===== src/rtl/ip_connection_rate_blocker_core_assert.svh =====
// assertion macros shared by the connection rate blocker modules
`ifndef IP_CONNECTION_RATE_BLOCKER_CORE_ASSERT_SVH
`define IP_CONNECTION_RATE_BLOCKER_CORE_ASSERT_SVH

// same-cycle implication, sampled on clk, off while arst_n is low
`define IRB_ASSERT_IMP(lbl, a, b, msg) \
	lbl: assert property (@(posedge clk) disable iff (!arst_n) (a) |-> (b)) else $error(msg);

// next-cycle implication, sampled on clk, off while arst_n is low
`define IRB_ASSERT_NXT(lbl, a, b, msg) \
	lbl: assert property (@(posedge clk) disable iff (!arst_n) (a) |=> (b)) else $error(msg);

`endif


===== src/rtl/irb_pkg.sv =====
// types and constants of the connection rate blocker
`timescale 1ns / 1ps

package irb_pkg;

	localparam int ADDR_W    = 32;
	localparam int COUNT_W   = 16;
	localparam int TIME_W    = 32;
	localparam int THR_W     = 16;
	localparam int WIN_W     = 16;
	localparam int BLK_W     = 20;
	localparam int CFG_W     = 20;
	localparam int CFG_IDX_W = 2;

	typedef logic [1:0] cmd_t;
	localparam cmd_t CMD_CONNECT = 2'd0;
	localparam cmd_t CMD_QUERY   = 2'd1;
	localparam cmd_t CMD_SWEEP   = 2'd2;

	typedef logic [CFG_IDX_W-1:0] cfg_idx_t;
	localparam cfg_idx_t REG_THRESHOLD = 2'd0;
	localparam cfg_idx_t REG_WINDOW    = 2'd1;
	localparam cfg_idx_t REG_BLOCK     = 2'd2;

	localparam logic [THR_W-1:0]   THRESHOLD_RST = 16'd10;
	localparam logic [WIN_W-1:0]   WINDOW_RST    = 16'd10;
	localparam logic [BLK_W-1:0]   BLOCK_RST     = 20'd3600;
	localparam logic [COUNT_W-1:0] COUNT_MAX     = 16'hFFFF;

	typedef struct packed {
		logic [ADDR_W-1:0]  addr;
		logic [COUNT_W-1:0] count;
		logic [TIME_W-1:0]  expiry;
		logic               blocked;
	} entry_t;

	typedef struct packed {
		logic start;
		logic issue;
		logic commit;
	} ctrl_cmd_t;

	typedef struct packed {
		logic issue_last;
	} dp_status_t;

	typedef enum logic [3:0] {
		ST_IDLE   = 4'b0001,
		ST_SCAN   = 4'b0010,
		ST_DRAIN  = 4'b0100,
		ST_COMMIT = 4'b1000
	} state_t;

endpackage


===== src/rtl/irb_ctrl.sv =====
// controller state machine: accept, scan, drain, commit
`timescale 1ns / 1ps

module irb_ctrl (
	input  logic                clk,
	input  logic                arst_n,
	input  logic                in_valid,
	output logic                in_ready,
	output logic                out_valid,
	input  logic                out_ready,
	input  irb_pkg::dp_status_t sts,
	output irb_pkg::ctrl_cmd_t  ctl
);
	import irb_pkg::*;

	state_t state_q;
	state_t state_nx;
	logic   out_valid_q;

	always_comb begin
		ctl.start  = (state_q == ST_IDLE) && in_valid;
		ctl.issue  = (state_q == ST_SCAN);
		ctl.commit = (state_q == ST_COMMIT) && (!out_valid_q || out_ready);
		state_nx   = state_q;
		unique case (state_q)
			ST_IDLE: begin
				if (in_valid) begin
					state_nx = ST_SCAN;
				end
			end
			ST_SCAN: begin
				if (sts.issue_last) begin
					state_nx = ST_DRAIN;
				end
			end
			ST_DRAIN: begin
				state_nx = ST_COMMIT;
			end
			ST_COMMIT: begin
				if (ctl.commit) begin
					state_nx = ST_IDLE;
				end
			end
			default: begin
				state_nx = ST_IDLE;
			end
		endcase
	end

	always_ff @(posedge clk or negedge arst_n) begin
		if (!arst_n) begin
			state_q     <= ST_IDLE;
			out_valid_q <= 1'b0;
		end else begin
			state_q <= state_nx;
			if (ctl.commit) begin
				out_valid_q <= 1'b1;
			end else if (out_ready) begin
				out_valid_q <= 1'b0;
			end
		end
	end

	assign in_ready  = (state_q == ST_IDLE);
	assign out_valid = out_valid_q;

	`include "ip_connection_rate_blocker_core_assert.svh"

	`IRB_ASSERT_NXT(a_accept_scans, in_valid && in_ready, state_q == ST_SCAN, "accepted beat did not start a scan")
	`IRB_ASSERT_NXT(a_commit_shows, ctl.commit, out_valid_q, "commit did not raise out_valid")
	`IRB_ASSERT_NXT(a_last_drains, ctl.issue && sts.issue_last, state_q == ST_DRAIN, "scan ran past the last slot")

endmodule


===== config.mk =====
export PLATFORM = sky130hd
export DESIGN_NAME = irb_ctrl
export DESIGN_NICKNAME = d
export VERILOG_FILES = /design/src/rtl/irb_pkg.sv /design/src/rtl/irb_ctrl.sv
export VERILOG_INCLUDE_DIRS = /design/src /design/src/rtl
export SDC_FILE = /design/constraint.sdc
export NUM_CORES = 1
export LEC_CHECK = 0
export BUFFER_PORTS_ARGS = -buffer_cell sky130_fd_sc_hd__buf_2
export CAP_MARGIN = 20
export CORE_AREA = 2 2 39 41
export CTS_BUF_LIST = sky130_fd_sc_hd__clkbuf_16
export DETAILED_ROUTE_END_ITERATION = 10
export DIE_AREA = 0 0 41 43
export GPL_TIMING_DRIVEN = 1
export PLACE_DENSITY = 0.48
export RECOVER_POWER = 100
export SETUP_SLACK_MARGIN = 0.02
export SYNTH_ARGS = -nofsm -noshare
export SYNTH_HDL_FRONTEND = slang
export SYNTH_SLANG_ARGS = --single-unit

===== constraint.sdc =====
create_clock -name clk -period 2.22 [get_ports clk]
set_input_delay 0.222 -clock clk [delete_from_list [all_inputs] [get_ports clk]]
set_output_delay 0.222 -clock clk [all_outputs]
set_load 0.02 [all_outputs]

==> flow_summary.ini <==
[setup_path]
cp_slowest_cell = or4b_1
cp_top_family = simple AND/OR/NAND/NOR gates
critPathMaxFanout = 7
cp.depth = 3
crit_arrival_ps = 1660
cp_num_buf_inv = 1
rr_startpoint = state_q[2]
reg2reg_to = state_q[0]
endpoint_kind = primary output
crit_chain = or4b_1, and2b_2, clkbuf_1
required_ps = 2000
cpPeakStageDelay_ps = 570
reg2reg_depth = 2
rrSetupSlack_ps = 930
critPathKind = reg2out
start_kind = flip-flop

[power_and_ir_drop]
p_comb_share_pct = 22.9
p_sw_share_pct = 27.1
p_total_uw = 561
netSwitchingPower_uw = 152
power_density_nw_per_um2 = 1390
clkPwrFrac_pct = 51.1
seqPwrFrac_pct = 26.0
p_int_uw = 409
p_leak_nw = 0.187
ir_drop_uv = 434

[clocking]
cts_resized = 0
cts_tree = built
cts_buffers = 3
clkSlewWorstSetupHoldPaths_ps = 30
clock-sinks = 5
clock_latency_ps = 220
clockBufferDepth = 2
cts_root_buf = clkbuf_16
cts_setup_buffers = 0
cts_hold_buf = 1
ctsHtreeMaxLevel = 1

[timing]
tns_ps = 0
layout_setup_ws_ps = 336
skew_ps = 1.63
rsz0062_at_grt = no
fin_crit_sh_pct = 84.9
holdWs_ps = 225
finalSetupViolations = 0
worstMarginPinSlew_ps = 301
maxSlewViolCount = 0
relSlewSlack_pct = 79.6
finalCriticalPeriod_ps = 1880
fmax_ghz = 0.531
hold_viol_final = 0

[min_path]
hold_depth = 2
hp-start = sts
min_to = state_q[2]
hp-class = in2reg

[synth]
yosys_warnings = 0
syn-num-nets = 29
synth_area_um2 = 268
seq_area_frac_synth_pct = 47.2
synth.most_common_cell = dfrtp_1
synthArstFlopShare_pct = 100
syn_inst = 24
synth_top_area_share_pct = 37.4
yosysUniqueCellTypes = 19
ys_seq_elements = 5
synth_ff_type = dfrtp_1
post-synth-top-area-cell = dfrtp_1
synth_edf_count = 0
synth_commonest_cells = dfrtp_1 (4), and2_1 (2), nor3b_1 (2)
yosys-top-cells-area = dfrtp_1 (37%), dfstp_2 (9.8%), nor3b_1 (5.6%)
synth.avg_cell_area_um2 = 11.2

[die]
fp.dieH_um = 43
io_pins = 10
std_cell_rows = 14
dieArea_um2 = 1760
core_area_um2 = 1380
start_util_pct = 19.3
die_w_um = 41

[final_layout]
area_delta_synth_final_pct = 50.9
n_antenna_cell = 0
design_area_um2 = 404
fillers = 151
stdcell_count = 53
drive_gt1_share_pct = 27.0
nNetsFinal = 43
post-route-util_pct = 29.2

[grt]
grt_start_max_net_pins = 8
grt_pass1_wl_um = 841
grt.overflow.total = 0
antenna_found_initial = 0
grt_pass1_vias = 222
track_usage_pct = 7.47

[place]
dp_cells = 48
pre_cts_slack_ps = 660
hpwlAfterDp_um = 386
place.gp.congestion = 0.582
io_buffers = 9
placed_area_um2 = 325

[detailed_routing]
drt_first_pass_iters = 2
ant_nets = 0
drt-total-wl_um = 493
wl_per_cell_um = 9.30
drt_iter0_markers = 3
vias_per_cell = 4.26
drc = 0
vias = 226

[job]
maxCapViolCount = 0

[outcome]
status = complete, no violations
## kinds of logic (layout without fill, tap and decap cells)
group | Yosys count | count (layout) | share of synthesized area, %
compound gates | 4 | 4 | 10.7
buf+inv | 2 | 15 | 4.21
flops | 5 | 5 | 47.2
mux | 1 | 1 | 3.74
simple gates | 12 | 12 | 34.1
## routing by layer
metal / global-route usage (%) / up-vias / part of all wire [%]
li1: - / 112 / -
met1: 7.19 / 107 / 45
met2: 11.6 / 7 / 47
met3: 6.28 / 0 / 7.1
met4: 2.00 / 0 / 0
met5: 0 / - / 0
## cell usage in the layout, fill, tap and decap left out, types with 2 or more instances in the layout
cell,synthesis,layout
dfrtp_1,4,4
buf_2,0,4
inv_1,1,2
clkbuf_1,0,5
and2_0,0,2
clkbuf_16,0,3
nor3b_1,2,2
## power groups by stage
stage | Clock, mW | Combinational (mW) | Sequential [mW]
floorplan | 0 | 0.104 | 0.143
global placement | 0 | 0.137 | 0.150
detailed placement | 0 | 0.135 | 0.149
CTS | 0.290 | 0.137 | 0.148
global route | 0.298 | 0.141 | 0.151
finish | 0.287 | 0.128 | 0.146
## worst max path at each step
| stage | to | startpoint | slack (ps) |
|---|---|---|---|
| after floorplan | ctl[2] | state_q[0] | 320 |
| after global placement | ctl[0] | state_q[2] | 660 |
| after detailed placement | ctl[0] | state_q[2] | 660 |
| after CTS | ctl[0] | state_q[2] | 420 |
| after global routing | ctl[0] | state_q[2] | 240 |
| final | ctl[0] | state_q[2] | 340 |
## worst register-to-register path, stage by stage, from the launching register on
cell and delay, ps:
dfrtp_1 420, or4b_1 570, o22a_1 220
## sequential cells by signal, summed over array words and instances, names as in the netlist
register,count
state_q,4
out_valid,1
## layout make-up
| class | instances | area, um^2 | area share [%] |
|---|---|---|---|
| Clock buffer | 3 | 75.1 | 18.6 |
| Clock inverter | 1 | 3.75 | 0.929 |
| Inverter | 1 | 3.75 | 0.929 |
| Multi-Input combinational cell | 17 | 126 | 31.3 |
| Sequential cell | 5 | 126 | 31.3 |
| Tap cell | 16 | 20.0 | 4.95 |
| Timing Repair Buffer | 10 | 48.8 | 12.1 |
Note: power is estimated with default switching activity, not from simulation.
